==> config.mk <==
export PLATFORM = sky130hd
export DESIGN_NAME = llnc_cell
export DESIGN_NICKNAME = d
export VERILOG_FILES = /design/src/hdl/assert_macros.svh /design/src/hdl/llnc_pkg.sv /design/src/hdl/llnc_cell.sv
export SDC_FILE = /design/constraint.sdc
export NUM_CORES = 1
export LEC_CHECK = 0
export ABC_AREA = 1
export BUFFER_PORTS_ARGS = -buffer_cell sky130_fd_sc_hd__buf_2
export CORE_MARGIN = 2
export CORE_UTILIZATION = 49
export DETAILED_ROUTE_END_ITERATION = 16
export GPL_TIMING_DRIVEN = 0
export HOLD_SLACK_MARGIN = 0.05
export PLACE_DENSITY = 0.85
export SYNTH_ARGS = -nofsm -noshare
export SYNTH_HDL_FRONTEND = slang
export SYNTH_SLANG_ARGS = --single-unit
==> constraint.sdc <==
create_clock -name clock -period 2.53 [get_ports clock]
set_clock_uncertainty 0.2 [all_clocks]
set_input_delay 0.506 -clock clock [delete_from_list [all_inputs] [get_ports clock]]
set_output_delay 0.506 -clock clock [all_outputs]
set_load 0.02 [all_outputs]
==> src/hdl/assert_macros.svh <==
// assertion macros shared by the canceller rtl
`ifndef ASSERT_MACROS_SVH
`define ASSERT_MACROS_SVH

// implication checked in the same cycle
`define LLNC_ASSERT_SAME(label, clk, rst, ante, cons) \
   label: assert property (@(posedge clk) disable iff (rst) (ante) |-> (cons)) \
      else $error("%m: check failed");

// implication checked in the next cycle
`define LLNC_ASSERT_NEXT(label, clk, rst, ante, cons) \
   label: assert property (@(posedge clk) disable iff (rst) (ante) |=> (cons)) \
      else $error("%m: check failed");

`endif

==> src/hdl/llnc_pkg.sv <==
// types and constants of the leaky lms noise canceller
package llnc_pkg;

   localparam int SAMPLE_W   = 16;
   localparam int WEIGHT_W   = 48;
   localparam int LEAK_W     = 16;
   localparam int SHIFT_W    = 6;
   localparam int MODE_W     = 2;
   localparam int CSR_IDX_W  = 2;
   localparam int CSR_DATA_W = 16;

   // fixed point alignment
   localparam int FRAC_SHIFT = 16;  // weight*ref is q.32, sum is kept in q.16
   localparam int LEAK_FRAC  = 15;  // leak coefficient is q1.15
   localparam int GRAD_ALIGN = 32;  // error*ref lifted to weight scale

   // operating modes
   localparam logic [MODE_W-1:0] MODE_ADAPT = 2'd0;
   localparam logic [MODE_W-1:0] MODE_PASS  = 2'd1;
   localparam logic [MODE_W-1:0] MODE_OFF   = 2'd2;

   // register indexes
   localparam logic [CSR_IDX_W-1:0] CSR_MODE = 2'd0;
   localparam logic [CSR_IDX_W-1:0] CSR_LEAK = 2'd1;
   localparam logic [CSR_IDX_W-1:0] CSR_STEP = 2'd2;

   // register reset values
   localparam logic [MODE_W-1:0]  MODE_RESET = MODE_ADAPT;
   localparam logic [LEAK_W-1:0]  LEAK_RESET = 16'd16384;
   localparam logic [SHIFT_W-1:0] STEP_RESET = 6'd30;

   typedef enum logic [1:0] {
      ST_IDLE,
      ST_BUSY,
      ST_WAIT
   } state_type;

   typedef struct packed {
      logic signed [SAMPLE_W-1:0] reference_sample;
      logic signed [SAMPLE_W-1:0] error_sample;
   } req_payload_type;

   typedef struct packed {
      logic signed [SAMPLE_W-1:0] out_sample;
   } rsp_payload_type;

   typedef struct packed {
      logic [CSR_IDX_W-1:0]  index;
      logic [CSR_DATA_W-1:0] data;
   } csr_payload_type;

   typedef struct packed {
      logic tap_en;
      logic weight_en;
   } cell_ctrl_type;

   typedef struct packed {
      logic clear;
      logic valid;
   } upd_ctrl_type;

endpackage

==> src/hdl/llnc_cell.sv <==
// one tap cell: reference tap, error tap and weight, loaded from its neighbor
module llnc_cell (
   input  logic                                     clock,
   input  logic                                     reset,
   input  llnc_pkg::cell_ctrl_type                  ctrl,
   input  logic signed [llnc_pkg::SAMPLE_W-1:0]     prev_ref,
   input  logic signed [llnc_pkg::SAMPLE_W-1:0]     prev_err,
   input  logic signed [llnc_pkg::WEIGHT_W-1:0]     prev_weight,
   output logic signed [llnc_pkg::SAMPLE_W-1:0]     ref_out,
   output logic signed [llnc_pkg::SAMPLE_W-1:0]     err_out,
   output logic signed [llnc_pkg::WEIGHT_W-1:0]     weight_out
);

   logic signed [llnc_pkg::SAMPLE_W-1:0] ref_ff, ref_in;
   logic signed [llnc_pkg::SAMPLE_W-1:0] err_ff, err_in;
   logic signed [llnc_pkg::WEIGHT_W-1:0] weight_ff, weight_in;

   // take the neighbor's taps and weight when enabled
   always_comb begin
      ref_in    = ctrl.tap_en ? prev_ref : ref_ff;
      err_in    = ctrl.tap_en ? prev_err : err_ff;
      weight_in = ctrl.weight_en ? prev_weight : weight_ff;
   end

   // tap and weight state, cleared at reset
   always_ff @(posedge clock) begin
      if (reset) begin
         ref_ff    <= '0;
         err_ff    <= '0;
         weight_ff <= '0;
      end else begin
         ref_ff    <= ref_in;
         err_ff    <= err_in;
         weight_ff <= weight_in;
      end
   end

   assign ref_out    = ref_ff;
   assign err_out    = err_ff;
   assign weight_out = weight_ff;

endmodule

* After elaboration in Yosys (flattened, before gate mapping)
Index checks and enable logic that the tools add are counted.
** Storage, ports and cells
- Flip-flop bits (word level) :: 80
- Input bits :: 84
- Output and inout bits :: 80
- Word-level logic and storage cells :: 3

* Longest topological paths before layout
Gate-level depths: netlist of run 1.
- Word-level depth :: 0
- Mapped depth :: 5
- Gate-level depth less buffers :: 4

* Worst setup path before layout of run 1
Ideal clock, no wire load.
- Kind :: input-to-reg
- From :: input ctrl[0] in the netlist's numbering
- To :: register weight_ff (netlist bit weight_out[10])
- Setup time :: 0.113 ns
- Arrival :: 1.023 ns
- Required time :: 2.217 ns
- Slack :: 1.194 ns
- Stages :: 5
- Path buffers :: 3
- Cells stage by stage :: buf_2 > buf_6 > buf_6 > nor2_1 > nor2_1
** RTL lines
- start, declared :: line llnc_cell.sv:5 : input llnc_pkg::cell_ctrl_type ctrl,
- end signal, assigned :: line llnc_cell.sv:34 : weight_ff <= weight_in;
- end, declared :: line llnc_cell.sv:16 : logic signed [llnc_pkg::WEIGHT_W-1:0] weight_ff, weight_in;

* Worst setup path in the final report of run 1
- From :: register weight_ff (netlist bit weight_out[18])
- To :: output weight_out[18] in the netlist's numbering
** RTL lines
- end, declared :: line llnc_cell.sv:11 : output logic signed [llnc_pkg::WEIGHT_W-1:0] weight_out
No word-level cell between the ends.

==> results of run 1 <==
-- cell families (layout without fill, tap and decap cells) --
kind of cell | count (synthesis) | in the layout | share of synthesized area (%)
and+or+nand+nor | 320 | 320 | 36.7
buffers and inverters | 107 | 284 | 14.3
DFF | 80 | 80 | 49.0
-- registers in the layout (all words and copies together), names as in the netlist --
signal,flops
err_out,16
ref_out,16
weight_out,48
-- through the flow --
stage                     instances  hold slack [ns]  setup WS, ns  cell area [sq um]  total power [uW]
after floorplan                 507            0.344          1.19               3270              1730
after global placement          745            0.253         0.937               4170              1920
after detailed placement        745            0.261         0.930               4170              1930
after CTS                       761            0.236         0.931               4370              2870
after global routing            761            0.249         0.902               4370              2980
final                           761            0.250         0.945               4370              2840
-- power groups by stage --
stage / clock [uW] / sequential [uW] / combinational (uW)
5_1_grt: 1010 / 1400 / 570
6_report: 936 / 1390 / 511
4_1_cts: 964 / 1390 / 515
3_3_place_gp: 0 / 1410 / 500
3_5_place_dp: 0 / 1420 / 514
2_1_floorplan: 0 / 1530 / 207
-- worst min-delay path, cell delays in order --
cell     delay [ns]
buf_2          0.07
inv_1          0.03
nand2_1        0.04
nand2_1        0.04
nor2_1         0.07
-- worst max path at each step --
stage / from / endpoint / slack [ns] / depth (start not counted)
detailed placement: reset / weight_out[31] / 0.93 / 5
CTS: weight_out[18] / weight_out[18] / 0.93 / 1
global placement: reset / weight_out[31] / 0.94 / 5
global route: weight_out[0] / weight_out[0] / 0.90 / 1
floorplan: ctrl[0] / weight_out[10] / 1.19 / 5
finish: weight_out[18] / weight_out[18] / 0.94 / 1
-- layout make-up --
class,count,area (sq um)
Multi-Input combinational cell,320,1200
Inverter,81,304
Clock buffer,13,159
Timing Repair Buffer,161,806
Buffer,26,163
Sequential cell,80,1600
Clock inverter,3,40.0
Tap cell,77,96.3
Fill cell,568,2020
-- Yosys cell counts --
cell type / number
inv_2: 1
nand2_1: 160
nor2_1: 160
dfxtp_1: 80
clkbuf_1: 3
buf_6: 5
buf_2: 16
buf_4: 2
inv_1: 80
-- routing by layer --
| metal | share of wire, % | track usage [%] | vias to the layer above |
|---|---|---|---|
| li1 | - | - | 1772 |
| met1 | 40 | 24.4 | 1410 |
| met2 | 48 | 37.5 | 121 |
| met3 | 9.7 | 8.66 | 12 |
| met4 | 1.8 | 8.80 | 0 |
| met5 | 0 | 0 | - |
==> results.ini, run 1 <==
[status]
status=finished clean

[floorplanning]
initial_core_util_pct=51.2
die_x_um=85.7
die-area_sq_um=7340
core_sq_um=6390
io_pins=164
core.rowCount=29
die_height_um=85.7

[final_layout]
antennaDiodeCount=0
final_cell_mix=177 x buf_2, 160 x nor2_1, 160 x nand2_1
utilization_pct=68.4
area_delta_synth_final_pct=33.7
layout-drive-gt1-share_pct=29.1
nNetsFinal=763
final_common_cell=buf_2

[worst_setup_path]
ff2ff_path_depth=2
max_stage_delay_ns=0.36
required_ns=1.82
worstReg2RegEnd=weight_out[18]
cp_max_fo=2
path_class=reg2out
path_cells=buf_2
start_kind=register
path_buf_inv=1
crit_arrival_ns=0.88
worst_setup_path_end_kind=output port
r2r_slack_ns=1.73
crit_family=flip-flops
r2r-start=weight_out[18]
crit_path_top_delay_cell=dfxtp_1

[placed_design]
gp_congestion=0.796
io_buffers=161
hpwl_mm=6.20

[global_routing]
grt_pass1_vias=3039
grt_use_total_pct=21.9
grt-ovfl-total=0
grt_max_degree=13
grt_pass1_wl_mm=13.0
antenna_found_initial=0

[logic_synthesis]
yosys-top-cells-area=dfxtp_1 49%, nand2_1 18%, nor2_1 18%
yosysWarnings=0
synth_top_area_cell=dfxtp_1
synth_seq_cells=80
synth_nets=591
ys_types=9
yosys.area.top_type_share_pct=49.0
synth_cells=507
avgSynthCellArea_sq_um=6.45
yosysSeqAreaShare_pct=49.0
syn_area_sq_um=3270

[timing]
period_minus_slack_ns=1.59
hold_violations=0
worst_pin_slew_ns=0.403
rsz0062_at_grt=no
setup_viol=0
fin_tns_setup_ns=0
drv_slew=0
finalCritPeriodShare_pct=62.7
slew-limit-headroom_pct=73.1
max_clock_freq_mhz=631

[clock_network]
clock-root-buffer=clkbuf_8
clock_sinks=80
cts-buffers-inserted=9
clock_path_buffers=2
postCtsResizedCells=0
clk_latency_ns=0.34
clkTransAtPathRegs_ns=0.08
cts_hold_buf=0
postCtsSetupBuffers=0
cts_tree=done
cts_max_level=3

[drt]
drt_iter0_drc=70
firstDrtPassIters=4
drcViolationCount=0
via_count=3315
wire_per_inst_um=10.6
via_per_inst=4.36
ant_nets=0
wirelength_mm=8.06

[hold_path]
hp-class=in2reg
holdPathEnd=weight_out[12]
hold_depth=5
hp-start=prev_weight[12]

[job]
cap_violations=0

[power]
p_sw_share_pct=27.7
p_per_area_nw_per_um2=649
ir_worst_vdd_mv=0.438
pwr-share-clk_pct=33.0
leakagePower_uw=0.00275
p_seq_share_pct=49.0
combPwrFrac_pct=18.0
p_switching_uw=786
p_int_uw=2050

No activity file was read; power rests on OpenSTA's default activity.
==> inputs of run 2 (changes only) <==
- CORE_UTILIZATION: 49 -> 45
- PLACE_DENSITY: 0.85 -> 0.79
- clock period: 2.53 -> 1.6 ns (I/O delays scaled with it)
==> results.ini, run 2 (same netlist as run 1, synthesis figures left out) <==
[status]
status=finished clean

[power]
ir_worst_vdd_mv=0.609  ; +39%
p_per_area_nw_per_um2=1050  ; +61%
leakagePower_uw=0.00275  ; about the same
finalPower_uw=4620  ; +63%

[worst_setup_path]
worstReg2RegEnd=ref_out[0]
required_ns=1.08  ; -0.74 ns
ff2ff_path_depth=2  ; unchanged
path_class=reg2out
start_kind=register
crit_arrival_ns=0.86  ; -0.02 ns
r2r-start=ref_out[0]
r2r_slack_ns=0.83  ; -0.90 ns
crit_family=flip-flops
crit_path_top_delay_cell=dfxtp_1
worst_setup_path_end_kind=output port
max_stage_delay_ns=0.35  ; about the same
cp_max_fo=2  ; unchanged
path_buf_inv=1  ; unchanged
path_cells=buf_2

[hold_path]
hold_depth=5  ; unchanged
hp-class=in2reg
hp-start=prev_weight[41]
holdPathEnd=weight_out[41]

[timing]
rsz0062_at_grt=no
max_clock_freq_mhz=726
slew-limit-headroom_pct=71.5  ; -1.6 points
finalCritPeriodShare_pct=86.1
whs_ns=0.0683  ; -0.182 ns
period_minus_slack_ns=1.38
drv_slew=0  ; unchanged
hold_violations=0  ; unchanged
worst_pin_slew_ns=0.427  ; +0.0239 ns
setup_viol=0  ; unchanged
fin_tns_setup_ns=0  ; unchanged

[placed_design]
hpwl_mm=6.07  ; -2.1%
io_buffers=161  ; unchanged
gp_congestion=0.752  ; -5.5%
dp_cells=767  ; +3.0%

[drt]
wire_per_inst_um=10.1  ; -4.8%
wirelength_mm=7.90  ; -2.0%
firstDrtPassIters=4  ; unchanged
drt_iter0_drc=78  ; +11%
via_count=3313  ; -0.060%
via_per_inst=4.23  ; -2.9%
ant_nets=0  ; unchanged
drcViolationCount=0  ; unchanged

[floorplanning]
core.rowCount=31  ; +6.9%
core_sq_um=7140  ; +12%
io_pins=164  ; unchanged
die-area_sq_um=7960  ; +8.5%
die_height_um=89.2  ; +4.1%
initial_core_util_pct=45.8  ; -5.4 points
die_x_um=89.2  ; +4.1%

[job]
cap_violations=0  ; unchanged

[final_layout]
largest_register_ffs=48  ; unchanged
layout-drive-gt1-share_pct=29.2  ; +0.15 points
final_cell_mix=177 x buf_2, 160 x nor2_1, 160 x nand2_1
nNetsFinal=763  ; unchanged
antennaDiodeCount=0  ; unchanged
instances_no_fill=783  ; +2.9%
final_common_cell=buf_2
area_delta_synth_final_pct=35.2

[clock_network]
clk_latency_ns=0.33  ; about the same
cts_tree=done
clkTransAtPathRegs_ns=0.08  ; about the same
clock_path_buffers=2  ; unchanged
cts_hold_buf=0  ; unchanged
postCtsSetupBuffers=0  ; unchanged
cts-buffers-inserted=9  ; unchanged
cts_max_level=3  ; unchanged
clock_sinks=80  ; unchanged
postCtsResizedCells=0  ; unchanged
clock-root-buffer=clkbuf_8

[global_routing]
grt_pass1_vias=2997  ; -1.4%
antenna_found_initial=0  ; unchanged
grt_pass1_wl_mm=12.5  ; -4.2%
grt_use_total_pct=19.9  ; -2.1 points
grt_max_degree=14  ; +1
grt-ovfl-total=0  ; unchanged

==> run 2: worst max path at each step <==
stage | from | endpoint | slack, ns | cells after the start
floorplan | ctrl[0] | weight_out[10] | 0.45 | 5
global placement | reset | weight_out[16] | 0.20 | 5
detailed placement | reset | weight_out[32] | 0.17 | 5
CTS | ref_out[0] | ref_out[0] | 0.20 | 1
global route | weight_out[44] | weight_out[44] | 0.17 | 1
finish | ref_out[0] | ref_out[0] | 0.22 | 1
==> run 2: stage by stage <==
step / util [%] / setup slack (ns) / cell area [sq um]
global route: 61.9 / 0.168 / 4420
detailed placement: 58.8 / 0.171 / 4200
CTS: 61.9 / 0.199 / 4420
floorplan: - / 0.450 / 3270
finish: 61.9 / 0.222 / 4420
global placement: 58.8 / 0.198 / 4200
==> run 2: layout make-up <==
| class | instances | area [sq um] |
|---|---|---|
| Buffer | 26 | 163 |
| Multi-Input combinational cell | 320 | 1200 |
| Sequential cell | 80 | 1600 |
| Inverter | 81 | 304 |
| Fill cell | 721 | 2720 |
| Tap cell | 99 | 124 |
| Clock buffer | 11 | 141 |
| Clock inverter | 5 | 80.1 |
| Timing Repair Buffer | 161 | 806 |
==> run 2: per-layer routing <==
layer / track usage [%] / wire length [um] / vias to the layer above
li1: - / - / 1766
met1: 22.5 / 3380 / 1422
met2: 35.0 / 3700 / 113
met3: 5.91 / 697 / 12
met4: 7.73 / 120 / 0
met5: 0 / 0 / -
==> run 2: power by group <==
part | internal [uW] | switching (uW) | total (uW) | leakage [uW]
Clock | 920 | 702 | 1620 | 0.000106
Combinational | 309 | 494 | 804 | 0.00198
Sequential | 2130 | 67.7 | 2200 | 0.000665
==> run 2: worst min-delay path: stages <==
cell and delay (ns):
buf_2 0.07, inv_1 0.03, nand2_1 0.04, nand2_1 0.04, nor2_1 0.07
==> inputs of run 3 (changes only) <==
- CELL_PAD_IN_SITES_DETAIL_PLACEMENT: not set -> 0
- CELL_PAD_IN_SITES_GLOBAL_PLACEMENT: not set -> 1
- CORE_MARGIN: 2 -> 8
- CORE_UTILIZATION: 45 -> 30
- PLACE_DENSITY: 0.79 -> 0.8
- RECOVER_POWER: not set -> 25
==> results.ini, run 3 (same netlist as run 1, synthesis figures left out) <==
[placed_design]
io_buffers=161  ; unchanged
gp_congestion=0.808  ; +7.4%
hpwl_mm=7.37  ; +21%

[final_layout]
fillers=1194  ; +66%
register_area_sq_um=1600  ; unchanged
largest_register_ffs=48  ; unchanged
multi_input_area_sq_um=1200  ; unchanged
final_cell_mix=172 x buf_2, 160 x nor2_1, 160 x nand2_1
layout-drive-gt1-share_pct=27.7  ; -1.6 points
antennaDiodeCount=0  ; unchanged
nNetsFinal=773  ; +1.3%
utilization_pct=42.4  ; -20 points
area_delta_synth_final_pct=39.4
final_common_cell=buf_2

[clock_network]
cts_max_level=3  ; unchanged
cts-buffers-inserted=9  ; unchanged
clock_path_buffers=2  ; unchanged
clock-root-buffer=clkbuf_8
clock_sinks=80  ; unchanged
postCtsSetupBuffers=0  ; unchanged
cts_tree=done
clkTransAtPathRegs_ns=0.08  ; about the same
clk_latency_ns=0.33  ; about the same

[job]
cap_violations=0  ; unchanged

[timing]
slew-limit-headroom_pct=64.5  ; -7.1 points
rsz0062_at_grt=no
setup_viol=0  ; unchanged
fin_tns_setup_ns=0  ; unchanged
finalCritPeriodShare_pct=86.7  ; +0.61 points
period_minus_slack_ns=1.39  ; +0.00969 ns
max_clock_freq_mhz=721  ; -0.70%
worst_pin_slew_ns=0.533  ; +0.106 ns
hold_violations=0  ; unchanged
drv_slew=0  ; unchanged

[global_routing]
grt_max_degree=13  ; -1
grt_pass1_wl_mm=16.0  ; +28%
grt_use_total_pct=13.3  ; -6.6 points
grt_pass1_vias=3367  ; +12%
antenna_found_initial=0  ; unchanged
grt-ovfl-total=0  ; unchanged

[worst_setup_path]
crit_path_top_delay_cell=dfxtp_1
worst_setup_path_end_kind=output port
crit_arrival_ns=0.87  ; about the same
path_buf_inv=1  ; unchanged
start_kind=register
required_ns=1.08  ; about the same
path_cells=buf_2
cp_max_fo=2  ; unchanged
crit_family=flip-flops
max_stage_delay_ns=0.35  ; about the same
path_class=reg2out

[power]
leakagePower_uw=0.00279  ; +1.1%
ir_worst_vdd_mv=0.413  ; -32%
p_per_area_nw_per_um2=1020  ; -2.5%

[floorplanning]
die_height_um=120  ; +35%
die_x_um=120  ; +35%
initial_core_util_pct=30.4  ; -15 points
io_pins=164  ; unchanged
core_sq_um=10700  ; +51%
core.rowCount=38  ; +23%
die-area_sq_um=14500  ; +82%

[status]
status=finished clean

[drt]
via_per_inst=3.98  ; -5.9%
firstDrtPassIters=6  ; +2
wire_per_inst_um=11.6  ; +15%
ant_nets=0  ; unchanged
wirelength_mm=9.69  ; +23%
via_count=3320  ; +0.21%
drcViolationCount=0  ; unchanged
drt_iter0_drc=211  ; +170%

[hold_path]
hp-class=in2reg

## run 3: cell type report
class	instances	share of cell area [%]
clock buffer	13	3.27
clock inverter	3	1.43
buffer	26	3.43
timing repair buffer	171	19.9
multi-input combinational	320	26.4
tap	140	3.84
sequential	80	35.1
inverter	81	6.67
## run 3: worst register-to-register path: cells and delay by family (launching register included)
family / cells / cell delay (ns)
DFF: 1 / 0.36
and+or+nand+nor: 2 / 0.16
## run 3: repair_timing
item                      CTS  global route
resized for setup           0             0
hold endpoints to repair   10             0
hold buffers               10             0
## run 3: path summary, 6_finish.rpt
path / startpoint / to / slack [ns] / cells after the start
worst max register to register: weight_out[10] / weight_out[10] / 0.82 / 2
worst min-delay path: prev_weight[41] / weight_out[41] / 0.07 / 5
worst max-delay path: weight_out[7] / weight_out[7] / 0.21 / 1
worst min register to register: ref_out[1] / ref_out[1] / 0.27 / 2
## run 3: stage by stage
| stage | cells | setup WS (ns) | instance area (sq um) | power (uW) | hold WS [ns] |
|---|---|---|---|---|---|
| 3_5_place_dp | 808 | 0.108 | 4250 | 3070 | 0.261 |
| 4_1_cts | 834 | 0.181 | 4560 | 4740 | 0.0501 |
| 6_report | 834 | 0.213 | 4560 | 4650 | 0.0672 |
| 2_1_floorplan | 507 | 0.450 | 3270 | 2740 | 0.308 |
| 5_1_grt | 834 | 0.138 | 4560 | 4930 | 0.0719 |
| 3_3_place_gp | 808 | 0.137 | 4250 | 3060 | 0.254 |
## run 3: metal layers
layer	wire [um]	GRT usage [%]	vias up
li1	-	-	1792
met1	4180	15.4	1409
met2	4370	21.7	109
met3	1010	5.50	10
met4	129	4.53	0
met5	0	0	-
## run 3: report_power, final
part / switching, uW / internal (uW)
Clock: 694 / 923
Combinational: 505 / 323
Sequential: 71.9 / 2130
Total: 1270 / 3380
